==> config.mk <==
export PLATFORM = sky130hd
export DESIGN_NAME = netboot_command_responder_flat
export DESIGN_NICKNAME = d
export VERILOG_FILES = /design/src/rtl/nbcr_pkg.sv /design/src/rtl/nbcr_if.sv /design/src/rtl/nbcr_front.sv /design/src/rtl/nbcr_queue.sv /design/src/rtl/nbcr_back.sv /design/src/rtl/netboot_command_responder.sv /design/src/flat_wrapper.sv
export SDC_FILE = /design/constraint.sdc
export NUM_CORES = 1
export LEC_CHECK = 0
export ABC_CLOCK_PERIOD_IN_PS = 6600
export BUFFER_PORTS_ARGS = -buffer_cell sky130_fd_sc_hd__buf_2
export CORE_MARGIN = 3
export CORE_UTILIZATION = 40
export CTS_BUF_LIST = sky130_fd_sc_hd__clkbuf_8
export CTS_CLUSTER_DIAMETER = 30
export DETAILED_ROUTE_END_ITERATION = 6
export GPL_ROUTABILITY_DRIVEN = 0
export HOLD_SLACK_MARGIN = 0.12
export PLACE_DENSITY = 0.62
export SYNTH_ARGS = -nofsm -noshare
export SYNTH_HDL_FRONTEND = slang
export SYNTH_SLANG_ARGS = --single-unit
==> constraint.sdc <==
create_clock -name clk -period 6.6 [get_ports clk]
set_clock_uncertainty 0.2 [all_clocks]
set_input_delay 0.33 -clock clk [delete_from_list [all_inputs] [get_ports clk]]
set_output_delay 0.33 -clock clk [all_outputs]
set_load 0.02 [all_outputs]
==> src/rtl/nbcr_pkg.sv <==
// Shared types and constants for the netboot command responder.
package nbcr_pkg;

    localparam int WORD_W = 32;
    localparam int LEN_W  = 11;
    localparam int KIND_W = 3;

    // Message kinds as decoded from the header
    typedef enum logic [KIND_W-1:0] {
        KIND_COMMAND   = 3'd0,
        KIND_SEND_FILE = 3'd1,
        KIND_DATA      = 3'd2,
        KIND_LAST_DATA = 3'd3,
        KIND_BOOT      = 3'd4,
        KIND_QUERY     = 3'd5,
        KIND_UNKNOWN   = 3'd6
    } msg_kind_t;

    // Stored kind before any message was recorded; also the raw code folded to unknown
    localparam logic [KIND_W-1:0] KIND_NONE = 3'd7;

    typedef enum logic [KIND_W-1:0] {
        REPLY_ACK           = 3'd0,
        REPLY_FILE_RECEIVED = 3'd1,
        REPLY_BAD_FILE      = 3'd2,
        REPLY_TOO_LARGE     = 3'd3,
        REPLY_BAD_COMMAND   = 3'd4,
        REPLY_QUERY_ACK     = 3'd5
    } reply_kind_t;

    // Classified header passed from front to back
    typedef struct packed {
        msg_kind_t         kind;
        logic [WORD_W-1:0] cookie;
        logic [WORD_W-1:0] arg;
        logic [LEN_W-1:0]  payload_len;
        logic              has_payload;
        logic              file_accepted;
        logic [WORD_W-1:0] file_capacity;
    } cmd_t;

    localparam int QUEUE_DEPTH = 2;
    localparam int QPTR_W      = (QUEUE_DEPTH > 1) ? $clog2(QUEUE_DEPTH) : 1;
    localparam int QCNT_W      = $clog2(QUEUE_DEPTH + 1);

    // Configuration port: one 32-bit register per word, word index in paddr[2]
    localparam int APB_ADDR_W = 3;
    localparam logic REG_PROTOCOL_VERSION = 1'b0;

endpackage

==> src/rtl/nbcr_if.sv <==
// Valid/ready channel interfaces for headers in and decisions out.
interface nbcr_in_if;
    logic                          valid;
    logic                          ready;
    logic [nbcr_pkg::KIND_W-1:0]   kind;
    logic [nbcr_pkg::WORD_W-1:0]   cookie;
    logic [nbcr_pkg::WORD_W-1:0]   arg;
    logic [nbcr_pkg::LEN_W-1:0]    payload_len;
    logic                          file_accepted;
    logic [nbcr_pkg::WORD_W-1:0]   file_capacity;

    modport source (
        output valid, kind, cookie, arg, payload_len, file_accepted, file_capacity,
        input  ready
    );
    modport sink (
        input  valid, kind, cookie, arg, payload_len, file_accepted, file_capacity,
        output ready
    );
endinterface

interface nbcr_out_if;
    logic                          valid;
    logic                          ready;
    logic                          send_reply;
    logic [nbcr_pkg::KIND_W-1:0]   reply_kind;
    logic [nbcr_pkg::WORD_W-1:0]   reply_cookie;
    logic [nbcr_pkg::WORD_W-1:0]   reply_arg;
    logic                          write_enable;
    logic [nbcr_pkg::WORD_W-1:0]   write_offset;
    logic [nbcr_pkg::LEN_W-1:0]    write_length;
    logic                          boot_request;

    modport source (
        output valid, send_reply, reply_kind, reply_cookie, reply_arg,
               write_enable, write_offset, write_length, boot_request,
        input  ready
    );
    modport sink (
        input  valid, send_reply, reply_kind, reply_cookie, reply_arg,
               write_enable, write_offset, write_length, boot_request,
        output ready
    );
endinterface

==> src/rtl/nbcr_front.sv <==
// Front stage: accept headers, fold the undefined kind, flag empty payloads.
module nbcr_front (
    input  logic            clk,
    input  logic            rst_n,
    nbcr_in_if.sink         req,
    output nbcr_pkg::cmd_t  cmd,
    output logic            cmd_valid,
    input  logic            cmd_ready
);

    logic            valid_reg;
    logic            valid_next;
    nbcr_pkg::cmd_t  cmd_reg;
    nbcr_pkg::cmd_t  cmd_next;
    logic            take;

    assign req.ready = !valid_reg || cmd_ready;
    assign take      = req.valid && req.ready;

    always_comb
    begin
        cmd_next = cmd_reg;
        if (take)
        begin
            if (req.kind == nbcr_pkg::KIND_NONE)
            begin
                cmd_next.kind = nbcr_pkg::KIND_UNKNOWN;
            end
            else
            begin
                cmd_next.kind = nbcr_pkg::msg_kind_t'(req.kind);
            end
            cmd_next.cookie        = req.cookie;
            cmd_next.arg           = req.arg;
            cmd_next.payload_len   = req.payload_len;
            cmd_next.has_payload   = (req.payload_len != '0);
            cmd_next.file_accepted = req.file_accepted;
            cmd_next.file_capacity = req.file_capacity;
        end
    end

    always_comb
    begin
        valid_next = valid_reg;
        if (take)
        begin
            valid_next = 1'b1;
        end
        else if (cmd_ready)
        begin
            valid_next = 1'b0;
        end
    end

    always_ff @(posedge clk or negedge rst_n)
    begin
        if (!rst_n)
        begin
            valid_reg <= 1'b0;
        end
        else
        begin
            valid_reg <= valid_next;
        end
    end

    always_ff @(posedge clk)
    begin
        cmd_reg <= cmd_next;
    end

    assign cmd       = cmd_reg;
    assign cmd_valid = valid_reg;

endmodule

==> src/rtl/nbcr_queue.sv <==
// Short queue of classified headers between front and back.
module nbcr_queue (
    input  logic            clk,
    input  logic            rst_n,
    input  nbcr_pkg::cmd_t  push_cmd,
    input  logic            push_valid,
    output logic            push_ready,
    output nbcr_pkg::cmd_t  pop_cmd,
    output logic            pop_valid,
    input  logic            pop_ready
);

    nbcr_pkg::cmd_t                  mem_reg [nbcr_pkg::QUEUE_DEPTH];
    logic [nbcr_pkg::QPTR_W-1:0]     wr_ptr_reg;
    logic [nbcr_pkg::QPTR_W-1:0]     wr_ptr_next;
    logic [nbcr_pkg::QPTR_W-1:0]     rd_ptr_reg;
    logic [nbcr_pkg::QPTR_W-1:0]     rd_ptr_next;
    logic [nbcr_pkg::QCNT_W-1:0]     count_reg;
    logic [nbcr_pkg::QCNT_W-1:0]     count_next;
    logic                            do_push;
    logic                            do_pop;

    assign push_ready = (count_reg != nbcr_pkg::QCNT_W'(nbcr_pkg::QUEUE_DEPTH));
    assign pop_valid  = (count_reg != '0);
    assign do_push    = push_valid && push_ready;
    assign do_pop     = pop_valid && pop_ready;
    assign pop_cmd    = mem_reg[rd_ptr_reg];

    always_comb
    begin
        wr_ptr_next = wr_ptr_reg;
        rd_ptr_next = rd_ptr_reg;
        count_next  = count_reg;
        if (do_push)
        begin
            if (wr_ptr_reg == nbcr_pkg::QPTR_W'(nbcr_pkg::QUEUE_DEPTH - 1))
            begin
                wr_ptr_next = '0;
            end
            else
            begin
                wr_ptr_next = wr_ptr_reg + 1'b1;
            end
        end
        if (do_pop)
        begin
            if (rd_ptr_reg == nbcr_pkg::QPTR_W'(nbcr_pkg::QUEUE_DEPTH - 1))
            begin
                rd_ptr_next = '0;
            end
            else
            begin
                rd_ptr_next = rd_ptr_reg + 1'b1;
            end
        end
        if (do_push && !do_pop)
        begin
            count_next = count_reg + 1'b1;
        end
        else if (do_pop && !do_push)
        begin
            count_next = count_reg - 1'b1;
        end
    end

    always_ff @(posedge clk or negedge rst_n)
    begin
        if (!rst_n)
        begin
            wr_ptr_reg <= '0;
            rd_ptr_reg <= '0;
            count_reg  <= '0;
        end
        else
        begin
            wr_ptr_reg <= wr_ptr_next;
            rd_ptr_reg <= rd_ptr_next;
            count_reg  <= count_next;
        end
    end

    always_ff @(posedge clk)
    begin
        if (do_push)
        begin
            mem_reg[wr_ptr_reg] <= push_cmd;
        end
    end

endmodule

==> src/rtl/nbcr_back.sv <==
// Back stage: protocol state, repeat detection, decision and output register.
module nbcr_back (
    input  logic                         clk,
    input  logic                         rst_n,
    input  nbcr_pkg::cmd_t               cmd,
    input  logic                         cmd_valid,
    output logic                         cmd_ready,
    input  logic [nbcr_pkg::WORD_W-1:0]  protocol_version,
    nbcr_out_if.source                   rsp
);

    typedef struct packed {
        logic                         send_reply;
        logic [nbcr_pkg::KIND_W-1:0]  reply_kind;
        logic [nbcr_pkg::WORD_W-1:0]  reply_cookie;
        logic [nbcr_pkg::WORD_W-1:0]  reply_arg;
        logic                         write_enable;
        logic [nbcr_pkg::WORD_W-1:0]  write_offset;
        logic [nbcr_pkg::LEN_W-1:0]   write_length;
        logic                         boot_request;
    } result_t;

    logic [nbcr_pkg::WORD_W-1:0]  prev_cookie_reg;
    logic [nbcr_pkg::KIND_W-1:0]  prev_kind_reg;
    logic [nbcr_pkg::WORD_W-1:0]  prev_arg_reg;
    logic [nbcr_pkg::KIND_W-1:0]  prev_reply_kind_reg;
    logic [nbcr_pkg::WORD_W-1:0]  prev_reply_arg_reg;
    logic                         file_open_reg;
    logic                         file_open_next;
    logic [nbcr_pkg::WORD_W-1:0]  file_offset_reg;
    logic [nbcr_pkg::WORD_W-1:0]  file_offset_next;
    logic [nbcr_pkg::WORD_W-1:0]  file_size_reg;
    logic [nbcr_pkg::WORD_W-1:0]  file_size_next;
    logic                         res_valid_reg;
    logic                         res_valid_next;
    result_t                      res_reg;
    result_t                      res_next;

    logic                         pop;
    logic                         is_repeat;
    logic                         record;
    logic                         send;
    logic [nbcr_pkg::KIND_W-1:0]  akind;
    logic [nbcr_pkg::WORD_W-1:0]  aarg;
    logic [nbcr_pkg::WORD_W:0]    end_offset;

    assign cmd_ready = !res_valid_reg || rsp.ready;
    assign pop       = cmd_valid && cmd_ready;

    assign is_repeat = (cmd.cookie == prev_cookie_reg)
                    && (cmd.kind == prev_kind_reg)
                    && (cmd.arg == prev_arg_reg);
    // Widened so the capacity check sees no wrap
    assign end_offset = {1'b0, file_offset_reg}
                      + (nbcr_pkg::WORD_W + 1)'(cmd.payload_len);

    always_comb
    begin
        record           = 1'b0;
        send             = 1'b0;
        akind            = nbcr_pkg::REPLY_ACK;
        aarg             = '0;
        res_next         = '0;
        file_open_next   = file_open_reg;
        file_offset_next = file_offset_reg;
        file_size_next   = file_size_reg;
        if (is_repeat)
        begin
            send                  = 1'b1;
            res_next.reply_kind   = prev_reply_kind_reg;
            res_next.reply_cookie = prev_cookie_reg;
            res_next.reply_arg    = prev_reply_arg_reg;
        end
        else
        begin
            case (cmd.kind)
                nbcr_pkg::KIND_COMMAND:
                begin
                    record = cmd.has_payload;
                    send   = cmd.has_payload;
                end
                nbcr_pkg::KIND_SEND_FILE:
                begin
                    if (cmd.has_payload)
                    begin
                        record         = 1'b1;
                        send           = 1'b1;
                        file_open_next = cmd.file_accepted;
                        if (cmd.file_accepted)
                        begin
                            file_offset_next = '0;
                            file_size_next   = cmd.file_capacity;
                            aarg             = cmd.arg;
                        end
                        else
                        begin
                            akind = nbcr_pkg::REPLY_BAD_FILE;
                        end
                    end
                end
                nbcr_pkg::KIND_DATA, nbcr_pkg::KIND_LAST_DATA:
                begin
                    if (file_open_reg)
                    begin
                        record = 1'b1;
                        send   = 1'b1;
                        if (cmd.arg != file_offset_reg)
                        begin
                            aarg = file_offset_reg;
                        end
                        else if (end_offset > {1'b0, file_size_reg})
                        begin
                            akind = nbcr_pkg::REPLY_TOO_LARGE;
                            aarg  = cmd.arg;
                        end
                        else
                        begin
                            res_next.write_enable = 1'b1;
                            res_next.write_offset = file_offset_reg;
                            res_next.write_length = cmd.payload_len;
                            file_offset_next      = end_offset[nbcr_pkg::WORD_W-1:0];
                            // Plain data records an ack but stays silent
                            if (cmd.kind == nbcr_pkg::KIND_LAST_DATA)
                            begin
                                akind = nbcr_pkg::REPLY_FILE_RECEIVED;
                            end
                            else
                            begin
                                send = 1'b0;
                            end
                        end
                    end
                end
                nbcr_pkg::KIND_BOOT:
                begin
                    record                = 1'b1;
                    send                  = 1'b1;
                    res_next.boot_request = 1'b1;
                end
                nbcr_pkg::KIND_QUERY:
                begin
                    send                  = 1'b1;
                    res_next.reply_kind   = nbcr_pkg::REPLY_QUERY_ACK;
                    res_next.reply_cookie = cmd.cookie;
                    res_next.reply_arg    = protocol_version;
                end
                default:
                begin
                    record = 1'b1;
                    send   = 1'b1;
                    akind  = nbcr_pkg::REPLY_BAD_COMMAND;
                end
            endcase
            if (record && send)
            begin
                res_next.reply_kind   = akind;
                res_next.reply_cookie = cmd.cookie;
                res_next.reply_arg    = aarg;
            end
        end
        res_next.send_reply = send;
    end

    always_comb
    begin
        res_valid_next = res_valid_reg;
        if (pop)
        begin
            res_valid_next = 1'b1;
        end
        else if (rsp.ready)
        begin
            res_valid_next = 1'b0;
        end
    end

    always_ff @(posedge clk or negedge rst_n)
    begin
        if (!rst_n)
        begin
            prev_cookie_reg     <= '0;
            prev_kind_reg       <= nbcr_pkg::KIND_NONE;
            prev_arg_reg        <= '0;
            prev_reply_kind_reg <= nbcr_pkg::REPLY_ACK;
            prev_reply_arg_reg  <= '0;
            file_open_reg       <= 1'b0;
            file_offset_reg     <= '0;
            file_size_reg       <= '0;
            res_valid_reg       <= 1'b0;
        end
        else
        begin
            res_valid_reg <= res_valid_next;
            if (pop)
            begin
                file_open_reg   <= file_open_next;
                file_offset_reg <= file_offset_next;
                file_size_reg   <= file_size_next;
                if (record)
                begin
                    prev_cookie_reg     <= cmd.cookie;
                    prev_kind_reg       <= cmd.kind;
                    prev_arg_reg        <= cmd.arg;
                    prev_reply_kind_reg <= akind;
                    prev_reply_arg_reg  <= aarg;
                end
            end
        end
    end

    always_ff @(posedge clk)
    begin
        if (pop)
        begin
            res_reg <= res_next;
        end
    end

    assign rsp.valid        = res_valid_reg;
    assign rsp.send_reply   = res_reg.send_reply;
    assign rsp.reply_kind   = res_reg.reply_kind;
    assign rsp.reply_cookie = res_reg.reply_cookie;
    assign rsp.reply_arg    = res_reg.reply_arg;
    assign rsp.write_enable = res_reg.write_enable;
    assign rsp.write_offset = res_reg.write_offset;
    assign rsp.write_length = res_reg.write_length;
    assign rsp.boot_request = res_reg.boot_request;

    a_repeat_keeps_file: assert property (@(posedge clk) disable iff (!rst_n)
        pop && is_repeat |=> $stable(file_open_reg) && $stable(file_offset_reg))
        else $error("repeated header changed the file state");

    a_copy_advances_offset: assert property (@(posedge clk) disable iff (!rst_n)
        pop && res_next.write_enable |=>
            file_offset_reg == $past(file_offset_reg)
                + nbcr_pkg::WORD_W'($past(cmd.payload_len)))
        else $error("accepted chunk did not advance the offset by its length");

    a_query_not_recorded: assert property (@(posedge clk) disable iff (!rst_n)
        pop && !is_repeat && cmd.kind == nbcr_pkg::KIND_QUERY |=> $stable(prev_kind_reg))
        else $error("query was recorded");

    a_copy_not_boot: assert property (@(posedge clk) disable iff (!rst_n)
        res_valid_reg && res_reg.write_enable |-> !res_reg.boot_request)
        else $error("copy and boot request in the same item");

endmodule

==> src/rtl/netboot_command_responder.sv <==
// Top level: front stage, header queue, back stage and configuration register.
// Path: a header goes from the front register through the queue to the output register.
// Unless stalled, one header per cycle; the back stage decides one queued item a cycle.
// Either side may stall on its own; the queue and output register absorb the difference.
// Reset (rst_n low, asynchronous) clears protocol state, queue and output valid;
// the version register reads zero. No clearing pass follows reset.
module netboot_command_responder (
    input  logic                              clk,
    input  logic                              rst_n,
    nbcr_in_if.sink                           req,
    nbcr_out_if.source                        rsp,
    input  logic                              psel,
    input  logic                              penable,
    input  logic                              pwrite,
    input  logic [nbcr_pkg::APB_ADDR_W-1:0]   paddr,
    input  logic [nbcr_pkg::WORD_W-1:0]       pwdata,
    output logic [nbcr_pkg::WORD_W-1:0]       prdata,
    output logic                              pready
);

    logic [nbcr_pkg::WORD_W-1:0]  protocol_version_reg;
    logic [nbcr_pkg::WORD_W-1:0]  protocol_version_next;
    logic                         cfg_write;
    nbcr_pkg::cmd_t               front_cmd;
    logic                         front_valid;
    logic                         front_ready;
    nbcr_pkg::cmd_t               back_cmd;
    logic                         back_valid;
    logic                         back_ready;

    assign pready    = 1'b1;
    assign cfg_write = psel && penable && pwrite && pready
                    && (paddr[2] == nbcr_pkg::REG_PROTOCOL_VERSION);

    always_comb
    begin
        protocol_version_next = protocol_version_reg;
        if (cfg_write)
        begin
            protocol_version_next = pwdata;
        end
    end

    always_comb
    begin
        prdata = '0;
        if (paddr[2] == nbcr_pkg::REG_PROTOCOL_VERSION)
        begin
            prdata = protocol_version_reg;
        end
    end

    always_ff @(posedge clk or negedge rst_n)
    begin
        if (!rst_n)
        begin
            protocol_version_reg <= '0;
        end
        else
        begin
            protocol_version_reg <= protocol_version_next;
        end
    end

    nbcr_front u_front (
        .clk       (clk),
        .rst_n     (rst_n),
        .req       (req),
        .cmd       (front_cmd),
        .cmd_valid (front_valid),
        .cmd_ready (front_ready)
    );

    nbcr_queue u_queue (
        .clk        (clk),
        .rst_n      (rst_n),
        .push_cmd   (front_cmd),
        .push_valid (front_valid),
        .push_ready (front_ready),
        .pop_cmd    (back_cmd),
        .pop_valid  (back_valid),
        .pop_ready  (back_ready)
    );

    nbcr_back u_back (
        .clk              (clk),
        .rst_n            (rst_n),
        .cmd              (back_cmd),
        .cmd_valid        (back_valid),
        .cmd_ready        (back_ready),
        .protocol_version (protocol_version_reg),
        .rsp              (rsp)
    );

endmodule
==> src/flat_wrapper.sv <==
// flat-port wrapper written by rule: the top's interface ports become plain ports
module netboot_command_responder_flat 
  (clk, rst_n, psel, penable, pwrite, paddr, pwdata, prdata, pready, req_valid, req_kind, req_cookie, req_arg, req_payload_len, req_file_accepted, req_file_capacity, req_ready, rsp_valid, rsp_send_reply, rsp_reply_kind, rsp_reply_cookie, rsp_reply_arg, rsp_write_enable, rsp_write_offset, rsp_write_length, rsp_boot_request, rsp_ready);
  nbcr_in_if req_i ();
  nbcr_out_if rsp_i ();
  input  logic clk;
  input  logic rst_n;
  input  logic psel;
  input  logic penable;
  input  logic pwrite;
  input  logic [nbcr_pkg::APB_ADDR_W-1:0] paddr;
  input  logic [nbcr_pkg::WORD_W-1:0] pwdata;
  output logic [nbcr_pkg::WORD_W-1:0] prdata;
  output logic pready;
  input wire logic [$bits(req_i.valid)-1:0] req_valid;
  input wire logic [$bits(req_i.kind)-1:0] req_kind;
  input wire logic [$bits(req_i.cookie)-1:0] req_cookie;
  input wire logic [$bits(req_i.arg)-1:0] req_arg;
  input wire logic [$bits(req_i.payload_len)-1:0] req_payload_len;
  input wire logic [$bits(req_i.file_accepted)-1:0] req_file_accepted;
  input wire logic [$bits(req_i.file_capacity)-1:0] req_file_capacity;
  output wire logic [$bits(req_i.ready)-1:0] req_ready;
  output wire logic [$bits(rsp_i.valid)-1:0] rsp_valid;
  output wire logic [$bits(rsp_i.send_reply)-1:0] rsp_send_reply;
  output wire logic [$bits(rsp_i.reply_kind)-1:0] rsp_reply_kind;
  output wire logic [$bits(rsp_i.reply_cookie)-1:0] rsp_reply_cookie;
  output wire logic [$bits(rsp_i.reply_arg)-1:0] rsp_reply_arg;
  output wire logic [$bits(rsp_i.write_enable)-1:0] rsp_write_enable;
  output wire logic [$bits(rsp_i.write_offset)-1:0] rsp_write_offset;
  output wire logic [$bits(rsp_i.write_length)-1:0] rsp_write_length;
  output wire logic [$bits(rsp_i.boot_request)-1:0] rsp_boot_request;
  input wire logic [$bits(rsp_i.ready)-1:0] rsp_ready;
  assign req_i.valid = req_valid;
  assign req_i.kind = req_kind;
  assign req_i.cookie = req_cookie;
  assign req_i.arg = req_arg;
  assign req_i.payload_len = req_payload_len;
  assign req_i.file_accepted = req_file_accepted;
  assign req_i.file_capacity = req_file_capacity;
  assign req_ready = req_i.ready;
  assign rsp_valid = rsp_i.valid;
  assign rsp_send_reply = rsp_i.send_reply;
  assign rsp_reply_kind = rsp_i.reply_kind;
  assign rsp_reply_cookie = rsp_i.reply_cookie;
  assign rsp_reply_arg = rsp_i.reply_arg;
  assign rsp_write_enable = rsp_i.write_enable;
  assign rsp_write_offset = rsp_i.write_offset;
  assign rsp_write_length = rsp_i.write_length;
  assign rsp_boot_request = rsp_i.boot_request;
  assign rsp_i.ready = rsp_ready;
  netboot_command_responder u_core (.clk(clk), .rst_n(rst_n), .req(req_i), .rsp(rsp_i), .psel(psel), .penable(penable), .pwrite(pwrite), .paddr(paddr), .pwdata(pwdata), .prdata(prdata), .pready(pready));
endmodule
# [After elaboration in Yosys (flattened, before gate mapping)]
# Memories as Yosys holds them, arrays and structs flattened.
# Index checks and enable logic that the tools add are counted.
[op_classes] mux=48 magnitude_cmp=1 n_bitwise=4 eq_ne=16 reduce_logical=32 addsub=5
[op_table] op="two-way mux 32 bit" count=12
[op_table] op="two-way mux 67 bit" count=3
[op_table] op="one-hot mux 32 bit (2 select lines)" count=2
[op_table] op="equality test 32 bit" count=2
[op_table] op="two-way mux 44 bit" count=1
[op_table] op="adder 32 x 11 -> 33 bit" count=1
[op_table] op="greater-than comparator 33 x 32 -> 1 bit" count=1
[op_table] op="inequality test 32 bit" count=1
[op_table] op="two-way mux 1 bit" count=19
[op_table] op="two-way mux 3 bit" count=4
[op_table] op="inequality test 2 bit, second input constant" count=6
[op_table] op="logical AND 1 bit" count=11
[op_table] op="nonzero test 11 bit" count=1
[op_table] op="nonzero test 2 bit" count=5
[op_table] op="equality test 3 bit, second input constant" count=3
[op_table] op="one-hot mux 3 bit (3 select lines)" count=1
[op_table] op="two-way mux 2 bit" count=4
[op_table] op="AND reduction 8 bit" count=1
[op_table] op="equality test 3 x 2 -> 1 bit, second input constant" count=2
[op_table] op="AND reduction 5 bit" count=1
[op_table] op="OR reduction 5 bit" count=1
[op_table] op="logical NOT 1 bit" count=4
[op_table] op="NOT 1 bit" count=4
[op_table] op="one-hot mux 1 bit (4 select lines)" count=1
[op_table] op="13 further kinds" count=15
[totals] n_memories=1 mem_bits_rw=224 word_cells=136 reg_bits=430
[mem_list] name="u_core.u_queue.mem_reg" depth=2 width=112 read_ports=1 rd_clocked_by_memory_dff=0 write_ports=1 line="nbcr_queue.sv:13" rtl="nbcr_pkg::cmd_t mem_reg [nbcr_pkg::QUEUE_DEPTH];"

# [Longest topological paths before layout]
# An unclocked memory read counts as a cell.
[logic_depth] depth_word=11 depth_mapped=28 mapped_depth_nobuf=20

# [Hierarchy]
# Synthesis repeated with hierarchy kept, for this count alone.
[hier_totals] hier_cells=1947 area_unflattened_um2=28371.0
[modules_own_cells] mod="nbcr_back" instances=1 cells_per_inst=1352 area_each_um2=14795.4 seq_area_each_um2=7601.0
[modules_own_cells] mod="nbcr_queue" instances=1 cells_per_inst=367 area_each_um2=8569.5 seq_area_each_um2=6826.5
[modules_own_cells] mod="nbcr_front" instances=1 cells_per_inst=123 area_each_um2=3452.1 seq_area_each_um2=3388.2
[modules_own_cells] mod="netboot_command_responder" instances=1 cells_per_inst=105 area_each_um2=1554.0 seq_area_each_um2=800.8

# [Worst setup path before layout]
# OpenSTA, ideal clock, no wires.
[synth_timing] kind="register to register" startpoint="register u_core.u_queue.rd_ptr_reg" endpoint="register u_core.u_back.file_offset_reg[10] (netlist name)" setup_ns=0.121 setup_slack_ns=-0.058 arrival_ns=6.337 synth_period_minus_slack_ns=6.658 stages_incl_launch_ff=26 path_cell_list="dfrtp_1 -> buf_6 -> buf_2 -> buf_2 -> buf_2 -> buf_1 -> mux2_2 -> ha_1 -> a211o_1 -> a211oi_1 -> o211a_1 -> or2_2 -> o21a_1 -> clkbuf_1 -> clkbuf_1 -> nor2_1 -> or2_2 -> ha_1 -> and4_1 -> a221o_1 -> o31a_1 -> o21ai_1 -> a31o_2 -> nand4_1 -> buf_2 -> a22o_1"
[synth_lines] element="from (decl)" line="nbcr_queue.sv:16" rtl="logic [nbcr_pkg::QPTR_W-1:0] rd_ptr_reg;"
[synth_lines] element="from (signal assigned)" line="nbcr_queue.sv:77" rtl="rd_ptr_reg <= rd_ptr_next;"
[synth_lines] element="to (signal assigned)" line="nbcr_back.sv:197" rtl="file_offset_reg <= file_offset_next;"
[synth_lines] element="to (decl)" line="nbcr_back.sv:30" rtl="logic [nbcr_pkg::WORD_W-1:0] file_offset_reg;"

==> reports/summary.txt <==
Worst VDD drop: 0.000230 V
Boundary Pins: 301
Max_slew headroom: 0.266
GR Overflow Total: 0
Drt pass-1 iters: 5
Max H-tree Level: 4
Worst path arrival time: 6.60 ns
Mapped cell area: 0.0279 sq mm
Total CTS buffers: 137
Yosys top cell area share: 0.483
Clock sink count: 654
Syn Inst Count: 1,958
Synth Area per Inst: 14.3 sq um
Period Utilization, post-route: 0.925
Tightest Pin Transition: 1.10 ns
Seq/Total Area, Yosys: 0.666
Num rows: 96
Via count: 18.5k
Final Hold Viols: 0
Core box area: 0.0689 sq mm
Fin nets: 2,851
Gr usage total: 0.203
Post-route minimum period: 6.10 ns
Vias in the first global route: 19.5k
GRT met1 Usage: 0.258
Worst-path clk slew: 0.06 ns
Endpoints failing setup: 0
First-pass GRT wire length: 114,000 microns
Max FFs per register: 224
Detailed Route Iter0 Violations: 1,183
Die Wd: 270 microns
M3 GR Usage: 0.0487
DR WL/cell: 20.0 microns
Synth cell types: 61
Clock root cell: clkbuf_8
Power Density: 439 mW/mm^2
Die ar.: 0.0731 sq mm
Fillers: 5,799
DRT antenna net count: 0
FF+latch count, synth: 654
Finished Cell Area: 0.0367 sq mm
Worst hold path type: primary input to register
Layer with the highest usage: met2
Number of synthesized flops with an enable pin: 449
Total negative slack: 0 ns
Async set-reset flop share out of synthesis: 0.313
DP Area: 0.0305 sq mm
Critical path startpoint category: register
Largest net degree at the start of global routing: 76
Deepest clock path buffer count: 3
Leak: 15.1 nW
Unrepaired setup endpoints after global routing: false
Cell accounting for the most synthesized area: edfxtp_1
Slew Limit Fails: 0
Power after layout: 16.1 mW
Detailed placement HPWL: 49,100 microns
Postcts setup bufs: 0
Via density: 5.00
Req. time, crit path: 7.10 ns
Maxcap violations: 0
DIE HEIGHT: 270 microns
Antenna violations before repair: 3
Share of cells above drive strength 1: 0.277
Initial core utilization: 0.405
Port Buffers: 297
Final wirelength: 74,000 microns
Synthesis-to-finish area growth: 31.3%
Place WS: 0.298 ns
Most numerous cell in the Yosys netlist: edfxtp_1
CTS tree: built
Dominant cells by area after synthesis: edfxtp_1, dfrtp_1, mux2_2
CP Class: register to register
Synth top cells by count: edfxtp_1, dfrtp_1, mux2_2, mux2i_1, nor2_1
Element type at the critical path end: register
Worst-Skew Late Latency: 0.78 ns
Met2 Track Usage GR: 0.337
Post-route DRC: 0
Crit Path Max Fanout: 18
Syn nets: 2,156
Most used DFF post-synth: edfxtp_1
Final setup margin: 0.495 ns
Outcome: finished clean
YS warnings: 0
Max Freq: 0.164 GHz
## report_power, final
part           total [mW]  internal, mW  leakage, nW  switching [mW]
sequential           6.58          5.97         6.82           0.612
combinational        5.02          2.05         6.69            2.97
clock                4.52          2.67         1.60            1.85
## layer usage
| metal | routed length [microns] | part of all wire |
|---|---|---|
| met3 | 3990 | 0.054 |
| met1 | 31500 | 0.43 |
| met2 | 36400 | 0.49 |
| met5 | 0 | 0 |
| met4 | 2210 | 0.030 |
## layout make-up
type / count / area (sq um) / share of cell area
sequential: 654 / 18600 / 0.507
multi-input combinational: 1103 / 8550 / 0.233
timing repair buffer: 652 / 5000 / 0.136
clock buffer: 146 / 2010 / 0.0548
tap: 931 / 1160 / 0.0317
clock inverter: 108 / 947 / 0.0258
inverter: 105 / 397 / 0.0108
antenna: 1 / 2.50 / 0.0000682
## critical path: stages, from the launching register on
cell       delay, ns
dfrtp_4         0.53
mux2_2          0.38
ha_1            0.23
fa_1            0.48
a211oi_1        0.33
o211ai_1        0.18
a31oi_1         0.29
nor2b_1         0.10
o2111ai_1       0.22
nor2_1          0.08
or2_2           0.29
ha_1            0.31
and4_1          0.19
a221o_1         0.34
o31a_1          0.28
o21ai_2         0.34
a31o_2          0.45
nor4bb_2        0.34
buf_4           0.29
a22o_1          0.17
## path summary, 6_finish.rpt
check / startpoint / endpoint / slack [ns] / cells after the start
max: u_core.u_queue.rd_ptr_reg$_DFFE_PN0P_ / u_core.u_back.file_offset_reg[1]$_DFFE_PN0P_ / 0.50 / 19
min: req_kind[2] / u_core.u_front.cmd[111]$_SDFFCE_PN1P_ / 0.17 / 2
max reg2reg: u_core.u_queue.rd_ptr_reg$_DFFE_PN0P_ / u_core.u_back.file_offset_reg[1]$_DFFE_PN0P_ / 0.50 / 19
min reg2reg: u_core.u_front.cmd[111]$_SDFFCE_PN1P_ / u_core.u_queue.mem_reg[1][111]$_DFFE_PP_ / 0.24 / 0
max in group asynchronous: rst_n / u_core.u_back.file_size_reg[28]$_DFFE_PN0P_ / 4.67 / 4
min in group asynchronous: rst_n / u_core.u_back.prev_cookie_reg[23]$_DFFE_PN0P_ / 0.55 / 4
## cells by family after synthesis
| logic type | share of synthesized area |
|---|---|
| flip-flops | 0.666 |
| AND/OR/NAND/NOR | 0.0657 |
| multiplexers | 0.120 |
| AO/OA/AOI/OAI | 0.0593 |
| buffers and inverters | 0.0309 |
| XOR/XNOR | 0.0373 |
| adder cells (fa/ha/maj) | 0.0204 |
| other | 0.000134 |
## per-stage QoR
| step | instances | utilization | hold slack [ns] |
|---|---|---|---|
| floorplan | 1958 | - | -0.166 |
| global placement | 3125 | 0.443 | 0.147 |
| detailed placement | 3125 | 0.443 | 0.162 |
| CTS | 3699 | 0.532 | 0.121 |
| global route | 3700 | 0.532 | 0.139 |
| finish | 3700 | 0.532 | 0.174 |
## layout by cell type (no fill, tap or decap), types with 32 or more instances in the layout
| cell type | synthesis | final |
|---|---|---|
| a21oi_1 | 82 | 82 |
| a31oi_1 | 35 | 34 |
| buf_2 | 26 | 296 |
| buf_4 | 14 | 33 |
| clkbuf_8 | 0 | 146 |
| dfrtp_1 | 202 | 201 |
| dlygate4sd3_1 | 0 | 319 |
| edfxtp_1 | 449 | 449 |
| ha_1 | 44 | 44 |
| inv_1 | 104 | 135 |
| mux2_2 | 183 | 183 |
| mux2i_1 | 129 | 129 |
| nand2_1 | 85 | 85 |
| nor2_1 | 120 | 119 |
| nor2b_1 | 35 | 35 |
| o22ai_1 | 32 | 32 |
| xnor2_1 | 99 | 99 |
## repair_timing
item,in CTS,in global routing
hold buffers,320,0
hold endpoints to repair,261,0
resized for setup,0,1
endpoints found under the setup margin,0,4
Power figures use the tool's default switching activity.
